### src/design/wppt_pkg.sv
// Shared types, widths and the microcode table for the weighted portfolio price tracker.
// Depends on nothing; imported by weighted_portfolio_price_tracker_unit, the checker and the testbench.
package wppt_pkg;

  // Field widths
  localparam int PRICE_W   = 32;
  localparam int WEIGHT_W  = 24;
  localparam int TOTAL_W   = 64;
  localparam int DIFF_W    = PRICE_W + 1;
  localparam int PROD_W    = DIFF_W + WEIGHT_W;
  localparam int SEC_IDX_W = 3;
  localparam int CFG_IDX_W = 3;

  localparam int NUM_SECURITIES_DEF = 8;

  // Total after reset: 1000 price units with 24 fraction bits
  localparam logic signed [TOTAL_W-1:0] TOTAL_RESET = 64'sd16777216000;
  localparam logic signed [TOTAL_W-1:0] TOTAL_MAX   = {1'b0, {(TOTAL_W-1){1'b1}}};
  localparam logic signed [TOTAL_W-1:0] TOTAL_MIN   = {1'b1, {(TOTAL_W-1){1'b0}}};

  // Microcode addresses
  typedef enum logic [2:0] {
    STEP_ACCEPT = 3'd0,  // take request, multiply price change by weight
    STEP_UPDATE = 3'd1,  // accumulate, give result or mark seen
    STEP_CHECK  = 3'd2,  // all weighted securities seen?
    STEP_INIT   = 3'd3,  // clear total for rebuild
    STEP_RMUL   = 3'd4,  // rebuild: weight times last price
    STEP_RACC   = 3'd5   // rebuild: accumulate, loop
  } step_t;

  // Branch conditions
  typedef enum logic [2:0] {
    COND_NEVER,
    COND_NO_REQ,
    COND_ALL_READY,
    COND_INCOMPLETE,
    COND_MORE
  } cond_t;

  // One control word: branch to jump when the condition holds, else to next
  typedef struct packed {
    step_t next;
    step_t jump;
    cond_t cond;
    logic  mul_delta;
    logic  mul_rebuild;
    logic  acc_add;
    logic  acc_clear;
    logic  emit;
    logic  mark_seen;
    logic  set_ready;
    logic  cnt_clear;
    logic  cnt_inc;
  } ucode_t;

  // Control store
  function automatic ucode_t ucode_rom(step_t s);
    ucode_t w;
    w = '{next: STEP_ACCEPT, jump: STEP_ACCEPT, cond: COND_NEVER, default: 1'b0};
    unique case (s)
      STEP_ACCEPT: begin
        w.next = STEP_UPDATE; w.jump = STEP_ACCEPT; w.cond = COND_NO_REQ;
        w.mul_delta = 1'b1;
      end
      STEP_UPDATE: begin
        w.next = STEP_CHECK; w.jump = STEP_ACCEPT; w.cond = COND_ALL_READY;
        w.acc_add = 1'b1; w.emit = 1'b1; w.mark_seen = 1'b1;
      end
      STEP_CHECK: begin
        w.next = STEP_INIT; w.jump = STEP_ACCEPT; w.cond = COND_INCOMPLETE;
      end
      STEP_INIT: begin
        w.next = STEP_RMUL; w.cond = COND_NEVER;
        w.acc_clear = 1'b1; w.set_ready = 1'b1; w.cnt_clear = 1'b1;
      end
      STEP_RMUL: begin
        w.next = STEP_RACC; w.cond = COND_NEVER;
        w.mul_rebuild = 1'b1;
      end
      STEP_RACC: begin
        w.next = STEP_ACCEPT; w.jump = STEP_RMUL; w.cond = COND_MORE;
        w.acc_add = 1'b1; w.cnt_inc = 1'b1;
      end
      default: begin
        w.next = STEP_ACCEPT; w.cond = COND_NEVER;
      end
    endcase
    return w;
  endfunction

endpackage

### src/design/weighted_portfolio_price_tracker_unit.sv
// Steps: a request that gives a result passes accept, then update; the product is registered
// in accept and the result in update, which holds while an earlier result still waits.
// Requests before the portfolio is ready pass accept, update and check, and an index beyond
// the portfolio accept only; the ready step runs init, then rmul and racc once per security
// on one shared multiplier. A new request is taken only back in accept, not while one is in flight.
// Reset: synchronous; clears prices, weights, seen mask and sets the total to 1000.
// Top level of the weighted portfolio price tracker; microcoded sequencer plus datapath.
// Depends on wppt_pkg.
module weighted_portfolio_price_tracker_unit
  import wppt_pkg::*;
#(
  parameter int NUM_SECURITIES = NUM_SECURITIES_DEF
) (
  input  logic                        clk,
  input  logic                        rst,
  // request channel
  input  logic                        in_valid,
  output logic                        in_ready,
  input  logic [SEC_IDX_W-1:0]        security_index,
  input  logic signed [PRICE_W-1:0]   new_price,
  // result channel
  output logic                        out_valid,
  input  logic                        out_ready,
  output logic signed [TOTAL_W-1:0]   weighted_total,
  // configuration
  input  logic                        cfg_write_en,
  input  logic [CFG_IDX_W-1:0]        cfg_index,
  input  logic [WEIGHT_W-1:0]         cfg_data
);

  localparam int IDX_W = $clog2(NUM_SECURITIES);
  localparam logic [SEC_IDX_W:0] NUM_L    = (SEC_IDX_W+1)'(NUM_SECURITIES);
  localparam logic [IDX_W-1:0]   CNT_LAST = IDX_W'(NUM_SECURITIES - 1);

  // State
  step_t                      pc;
  logic [IDX_W-1:0]           cnt;
  logic [IDX_W-1:0]           idx_reg;
  logic [NUM_SECURITIES-1:0]  seen_mask;
  logic                       all_ready;
  logic signed [PRICE_W-1:0]  last_price [NUM_SECURITIES];
  logic signed [WEIGHT_W-1:0] weight     [NUM_SECURITIES];
  logic signed [TOTAL_W-1:0]  total;
  logic signed [PROD_W-1:0]   prod;

  // Control and datapath nets
  ucode_t                     uc;
  step_t                      pc_next;
  logic                       in_range;
  logic                       cfg_in_range;
  logic                       req_ok;
  logic                       stall;
  logic                       cond_true;
  logic                       incomplete;
  logic                       emit_fire;
  logic [IDX_W-1:0]           rd_addr;
  logic signed [PRICE_W-1:0]  rd_price;
  logic signed [WEIGHT_W-1:0] rd_weight;
  logic signed [DIFF_W-1:0]   mul_a;
  logic signed [PROD_W-1:0]   mul_p;
  logic signed [TOTAL_W:0]    sum_wide;
  logic signed [TOTAL_W-1:0]  sat_val;

  assign uc = ucode_rom(pc);

  assign in_range     = {1'b0, security_index} < NUM_L;
  assign cfg_in_range = {1'b0, cfg_index} < NUM_L;
  assign in_ready     = (pc == STEP_ACCEPT);
  assign req_ok       = in_valid && in_range;

  // Hold the update step while an earlier result still waits
  assign stall     = uc.emit && all_ready && out_valid && !out_ready;
  assign emit_fire = uc.emit && all_ready && !stall;

  // Single read port on prices and weights
  assign rd_addr   = (pc == STEP_ACCEPT) ? security_index[IDX_W-1:0] : cnt;
  assign rd_price  = last_price[rd_addr];
  assign rd_weight = weight[rd_addr];

  // Shared multiplier: price change on update, last price on rebuild
  assign mul_a = uc.mul_delta ? ({new_price[PRICE_W-1], new_price} -
                                 {rd_price[PRICE_W-1], rd_price})
                              : {rd_price[PRICE_W-1], rd_price};
  assign mul_p = mul_a * rd_weight;

  // Saturating accumulate
  assign sum_wide = {total[TOTAL_W-1], total} +
                    {{(TOTAL_W+1-PROD_W){prod[PROD_W-1]}}, prod};
  assign sat_val  = (sum_wide[TOTAL_W] != sum_wide[TOTAL_W-1])
                    ? (sum_wide[TOTAL_W] ? TOTAL_MIN : TOTAL_MAX)
                    : sum_wide[TOTAL_W-1:0];

  // Any weighted security not yet seen
  always_comb begin
    incomplete = 1'b0;
    for (int i = 0; i < NUM_SECURITIES; i++) begin
      if (weight[i] != '0 && !seen_mask[i]) incomplete = 1'b1;
    end
  end

  // Branch condition select
  always_comb begin
    unique case (uc.cond)
      COND_NEVER:      cond_true = 1'b0;
      COND_NO_REQ:     cond_true = !req_ok;
      COND_ALL_READY:  cond_true = all_ready;
      COND_INCOMPLETE: cond_true = incomplete;
      COND_MORE:       cond_true = (cnt != CNT_LAST);
      default:         cond_true = 1'b0;
    endcase
  end

  assign pc_next = stall ? pc : (cond_true ? uc.jump : uc.next);

  // Sequencer and datapath registers
  always_ff @(posedge clk) begin
    if (rst) begin
      pc        <= STEP_ACCEPT;
      cnt       <= '0;
      seen_mask <= '0;
      all_ready <= 1'b0;
      total     <= TOTAL_RESET;
      out_valid <= 1'b0;
      for (int i = 0; i < NUM_SECURITIES; i++) begin
        last_price[i] <= '0;
        weight[i]     <= '0;
      end
    end else begin
      pc <= pc_next;

      // weight writes; slots beyond the portfolio are never used
      if (cfg_write_en && cfg_in_range) weight[cfg_index[IDX_W-1:0]] <= cfg_data;

      // accept: keep the new price and its index
      if (uc.mul_delta && req_ok) begin
        last_price[security_index[IDX_W-1:0]] <= new_price;
        idx_reg <= security_index[IDX_W-1:0];
      end

      if (uc.mul_delta || uc.mul_rebuild) prod <= mul_p;

      // total
      if (uc.acc_clear)              total <= '0;
      else if (uc.acc_add && !stall) total <= sat_val;

      if (uc.mark_seen && !all_ready) seen_mask[idx_reg] <= 1'b1;
      if (uc.set_ready) all_ready <= 1'b1;

      if (uc.cnt_clear)    cnt <= '0;
      else if (uc.cnt_inc) cnt <= cnt + 1'b1;

      // output register
      if (emit_fire) begin
        out_valid      <= 1'b1;
        weighted_total <= sat_val;
      end else if (out_ready) begin
        out_valid <= 1'b0;
      end
    end
  end

  // Checks
  a_result_needs_ready: assert property (@(posedge clk) disable iff (rst)
    $rose(out_valid) |-> all_ready)
    else $error("result given before portfolio ready");

  a_seen_frozen: assert property (@(posedge clk) disable iff (rst)
    (all_ready && $past(all_ready)) |-> $stable(seen_mask))
    else $error("seen mask changed after ready step");

  a_rebuild_once: assert property (@(posedge clk) disable iff (rst)
    (pc == STEP_INIT) |-> !$past(all_ready))
    else $error("rebuild started twice");

  a_accept_goes_update: assert property (@(posedge clk) disable iff (rst)
    (in_valid && in_ready && in_range) |=> (pc == STEP_UPDATE))
    else $error("accepted request not followed by update step");

endmodule

### config.mk
export PLATFORM = sky130hd
export DESIGN_NAME = weighted_portfolio_price_tracker_unit
export DESIGN_NICKNAME = d
export VERILOG_FILES = /design/src/design/wppt_pkg.sv /design/src/design/weighted_portfolio_price_tracker_unit.sv
export SDC_FILE = /design/constraint.sdc
export NUM_CORES = 2
export LEC_CHECK = 0
export BUFFER_PORTS_ARGS = -buffer_cell sky130_fd_sc_hd__buf_2
export CORE_AREA = 2 2 356 358
export DETAILED_ROUTE_END_ITERATION = 6
export DIE_AREA = 0 0 358 360
export PLACE_DENSITY = 0.68
export SYNTH_ARGS = -nofsm -noshare
export SYNTH_HDL_FRONTEND = slang
export SYNTH_SLANG_ARGS = --single-unit
export TNS_END_PERCENT = 1
### constraint.sdc
create_clock -name clk -period 11.2 [get_ports clk]
set_clock_uncertainty 0.05 [all_clocks]
set_input_delay 0.56 -clock clk [delete_from_list [all_inputs] [get_ports clk]]
set_output_delay 0.56 -clock clk [all_outputs]
set_load 0.01 [all_outputs]
; ---- After elaboration in Yosys (flattened, before gate mapping)
; Memories as Yosys holds them, arrays and structs flattened.
; Cells that the tools add are included.
[totals]
reg_bits = 204
ram_bits = 448
input_bits = 67
out_inout_bits = 66
word_cells = 123
mem_count = 2
[op_classes]
addsub = 3
mul = 1
magnitude_cmp = 2
n_eq_ne = 11
muxes = 44
n_bitwise = 2
reduce_logical = 48
[memory_table]
columns = memory, words, width, read_ports, rd_clocked_by_memory_dff, wr, line
row1 = last_price, 8, 32, 1, 0, 8, weighted_portfolio_price_tracker_unit.sv:41  ; logic signed [PRICE_W-1:0] last_price [NUM_SECURITIES];
row2 = weight, 8, 24, 9, 0, 8, weighted_portfolio_price_tracker_unit.sv:42  ; logic signed [WEIGHT_W-1:0] weight [NUM_SECURITIES];
[ops]
columns = cell, count
row1 = 24-bit nonzero test, 8
row2 = 64-bit two-way mux, 2
row3 = 34-bit two-way mux, 2
row4 = 64-bit by 57-bit adder with 65-bit output, 1
row5 = 33-bit by 24-bit multiplier with 57-bit output, 1
row6 = 33-bit two-way mux, 1
row7 = 32-bit by 32-bit subtractor with 33-bit output, 1
row8 = 32-bit two-way mux, 1
row9 = 32-bit OR reduction, 1
row10 = 1-bit two-way mux, 26
row11 = 24-bit two-way mux, 1
row12 = 24-bit OR reduction, 1
row13 = 1-bit logical AND, 16
row14 = 3-bit two-way mux, 5
row15 = 3-bit case mux with 5 select lines, 1
row16 = "3-bit by 2-bit == test with 1-bit output, second input constant", 4
row17 = 1-bit zero test, 12
row18 = 3-bit case mux with 4 select lines, 1
row19 = "3-bit == test, second input constant", 3
row20 = 8-bit OR, 1
row21 = "3-bit by 1-bit == test with 1-bit output, second input constant", 2
row22 = 2-bit AND reduction, 3
row23 = 2-bit OR reduction, 3
row24 = "3-bit by 4-bit < comparator with 1-bit output, second input constant", 1
row25 = other kinds (11), 13

; ---- Longest topological paths before layout
; An unclocked memory read counts as a cell.
[logic_depth]
ltp_word = 13
depth_mapped = 49
depth_no_buf = 43

; ---- Least setup slack after synthesis
; OpenSTA, ideal clock, no wires.
[synth_timing]
path_type = register -> register
from = register pc[2]
to = register prod[56] (data pin)
setup_ns = 0.264
arrival_ns = 11.376
required_time_ns = 10.886
slack_ns = -0.490
stages_incl_launch_ff = 42
n_path_buf = 4
synth_period_minus_slack_ns = 11.690
cell_sequence = dfxtp_1 or3_1 buf_2 inv_4 mux2i_2 buf_2 buf_2 mux4_2 mux2i_1 ha_1 nor2b_1 o21ai_1 a21boi_0 or4_1 nand4_1 a21boi_1 o311ai_1 a311oi_1 [6 not listed] inv_1 fa_1 inv_1 fa_1 fa_1 fa_1 inv_1 fa_1 inv_1 ha_1 o21a_1 o21a_1 o21ai_0 nor2b_1 o21a_1 nor4_1 o211a_1 a211oi_1
[synth_between]
elab_chain_len = 6
elab_cells_between_ends = 8
classes_between = 1 x add/sub / 1 x mul / 3 x mux / 1 x reduce/logical / 2 x memory
[synth_rtl]
columns = element, line
row1 = start: declaration, weighted_portfolio_price_tracker_unit.sv:36  ; step_t pc;
row2 = start signal: assignment, weighted_portfolio_price_tracker_unit.sv:129  ; pc <= pc_next;
row3 = 3-bit zero test *, "wppt_pkg.sv:60, weighted_portfolio_price_tracker_unit.sv:76"
row4 = 3-bit two-way mux, weighted_portfolio_price_tracker_unit.sv:76  ; assign rd_addr = (pc == STEP_ACCEPT) ? security_index[IDX_W-1:0] : cnt;
row5 = memory read 8 x 32 bit, -
row6 = 32-bit by 32-bit subtractor with 33-bit output, weighted_portfolio_price_tracker_unit.sv:81  ; assign mul_a = uc.mul_delta ? ({new_price[PRICE_W-1], new_price} -
row7 = 33-bit two-way mux, weighted_portfolio_price_tracker_unit.sv:81
row8 = 33-bit by 24-bit multiplier with 57-bit output *, weighted_portfolio_price_tracker_unit.sv:84  ; assign mul_p = mul_a * rd_weight;
row9 = via mul_p[56], weighted_portfolio_price_tracker_unit.sv:60  ; logic signed [PROD_W-1:0] mul_p;
row10 = end signal: assignment, weighted_portfolio_price_tracker_unit.sv:140  ; if (uc.mul_delta || uc.mul_rebuild) prod <= mul_p;
row11 = end: declaration, weighted_portfolio_price_tracker_unit.sv:44  ; logic signed [PROD_W-1:0] prod;
; The timed path passes the listed nets; every way through them passes the cells marked *.
; A chain may end at the register's enable or synchronous reset.

; ---- Worst setup path after layout
[layout_timing]
from = register pc[2]
to = register prod[54] (data pin)
; The elaborated chain is that of the path after synthesis.

==> impl_metrics.yaml <==
clocking:
  clockBufferDepth: 3
  cts_hold_buf: 0
  cts-root-buf: "clkbuf_16"
  htreeDepth: 3
  path_clk_slew_ps: 60
  clock_latency_ps: 720
  clkSinkCount: 652
  numCtsBuffers: 72
  cts_tree: "built"
layout:
  nFillCells: 10700
  drive_gt1_frac: 0.163
  layout_commonest_cell: "inv_1"
  nNetsFinal: 7451
  largestRegisters: "last_price: 256 flops, weight: 192 flops"
  fin_util: 0.564
  area_growth_pct: 13.4
  mostFrequentLayoutCells: "inv_1 (886), fa_1 (796), edfxtp_1 (572)"
  largest_reg_flops: 256
  regMostFlops: "last_price"
synthesis:
  yosys.area.top_type: "edfxtp_1"
  yosysSeqAreaShare: 0.302
  avgSynthCellArea_um2: 10.4
  yosysUniqueCellTypes: 90
  synth_seq_cells: 652
  synth_ff_type: "edfxtp_1"
  yosys_warnings: 0
  yosys.area.top_type_share: 0.277
  synth_edf_count: 572
  synth_fp_nets: 7093
  synth_area_leaders: "edfxtp_1 (28%), fa_1 (26%), inv_1 (5.4%), ha_1 (5.1%), and2_1 (5.0%)"
  syn_area_um2: 62100
  synthesis.instances: 5967
  synthArstFlopShare: 0
sta:
  drv_slew: 0
  max_freq_mhz: 89.6
  worst_slack_ps: 39.0
  min_period_ps: 11160
  setup_viol: 0
  slew_headroom: 0.151
  fin_crit_sh: 0.997
  hold_viol: 0
  worstMarginPinSlew_ps: 1270
  tns_ps: 0
  rsz0062_at_grt: "yes"
setup_path:
  critPathSlowestCell: "fa_1"
  required_ps: 11570
  crit_arrival_ps: 11530
  start_kind: "flop"
  critical-path-max-stage-delay_ps: 610
  critPathMaxFanout: 9
  cpMostUsedCell: "fa_1"
  crit_type: "flop to flop"
  endpoint_kind: "flop"
hold_path:
  hold_class: "input pin to flop"
placement:
  pre_cts_ws_ps: -353
  gp_congestion: 0.977
  hpwlAfterDp_um: 142000
  portBuffers: 132
drt:
  num_vias: 46400
  avgRoutedWirePerCell_um: 23.4
  dr.pass1.iters: 6
  drt_iter0_drc: 4732
  via_per_inst: 5.77
  drc: 0
  postRouteWirelength_um: 188000
  ant_nets: 0
grt:
  grt_antenna_before_repair: 5
  grt_start_max_net_pins: 74
  grt_use_total: 0.295
  overflow: 0
  grt_pass1_vias: 47800
  grt_pass1_wl_um: 287000
die:
  top_level_ports: 133
  die_w_um: 358
  rows: 130
  die_y_um: 360
  die_area_um2: 129000
  start_util: 0.497
  core_area_um2: 125000
outcome:
  outcome: "complete, no violations"
job:
  drv_cap: 0
[cell usage after synthesis, types with 28 or more instances]
| master | count |
|---|---|
| a211oi_1 | 28 |
| a21o_1 | 98 |
| a21oi_1 | 211 |
| a31oi_1 | 31 |
| and2_1 | 493 |
| and3_1 | 32 |
| buf_2 | 93 |
| clkbuf_1 | 189 |
| dfxtp_1 | 80 |
| edfxtp_1 | 572 |
| fa_1 | 807 |
| ha_1 | 252 |
| inv_1 | 890 |
| mux2i_1 | 55 |
| mux4_2 | 112 |
| nand2_1 | 521 |
| nand2b_1 | 38 |
| nand3_1 | 65 |
| nor2_1 | 464 |
| nor3_1 | 70 |
| nor4_1 | 63 |
| o211ai_1 | 38 |
| o21ai_0 | 156 |
| or2_2 | 28 |
| xnor2_1 | 87 |
| xor2_1 | 48 |
[critical path: cells and delay by family (launching register included)]
kind	cells	cell delay, ps
flip-flops	1	310
AO/OA/AOI/OAI	15	3400
adder cells (fa/ha/maj)	9	4220
multiplexers	3	960
buffers and inverters	8	850
AND/OR/NAND/NOR	4	1030
[layer usage]
layer | up-vias | track usage | share of wire
li1 | 20400 | - | -
met1 | 23200 | 0.404 | 0.41
met2 | 2327 | 0.466 | 0.46
met3 | 422 | 0.0553 | 0.092
met4 | 0 | 0.111 | 0.042
met5 | - | 0 | 0
[metrics by stage]
| step | instances | hold slack (ps) | instance area (um^2) |
|---|---|---|---|
| finish | 8033 | 212 | 70500 |
| global route | 8031 | 219 | 70500 |
| CTS | 8006 | 168 | 69800 |
| detailed placement | 7870 | 397 | 67200 |
| global placement | 7870 | 390 | 67200 |
| floorplan | 5967 | 381 | 62200 |
[path summary, 6_finish.rpt]
| kind | start | to | slack [ps] | cells past startpoint |
|---|---|---|---|---|
| worst min register to register | total[5] | total[5] | 400 | 2 |
| worst min-delay path | cfg_data[17] | weight[6][17] | 210 | 2 |
| worst max-delay path | pc[2] | prod[54] | 40 | 39 |
| worst max register to register | pc[2] | prod[54] | 40 | 39 |
[repair_timing]
action	CTS	global route
pin swaps	10	65
setup endpoints to repair	17	24
gates resized for setup	35	78
cloned	1	3
buffers inserted	5	22
[cell type report]
type	count	area (um^2)	area share
flip-flops and latches	652	18800	0.267
multi-input cells	4105	39400	0.559
well taps	1650	2060	0.0293
clock buffers	95	1930	0.0274
inverters	895	3360	0.0477
clock inverters	35	450	0.00639
repair buffers	599	4500	0.0639
diodes	2	5.00	0.0000710
[kinds of logic after synthesis]
| logic type | after synthesis | synth area share |
|---|---|---|
| AO/OA/AOI/OAI | 834 | 0.0885 |
| XOR/XNOR | 135 | 0.0190 |
| adder cells (fa/ha/maj) | 1062 | 0.311 |
| buffers and inverters | 1210 | 0.0758 |
| flip-flops | 652 | 0.302 |
| multiplexers | 198 | 0.0553 |
| AND/OR/NAND/NOR | 1876 | 0.148 |
Power is left out: the tool's default activity adds up to more than one toggle a clock period on the data nets, which glitch-free logic cannot reach.
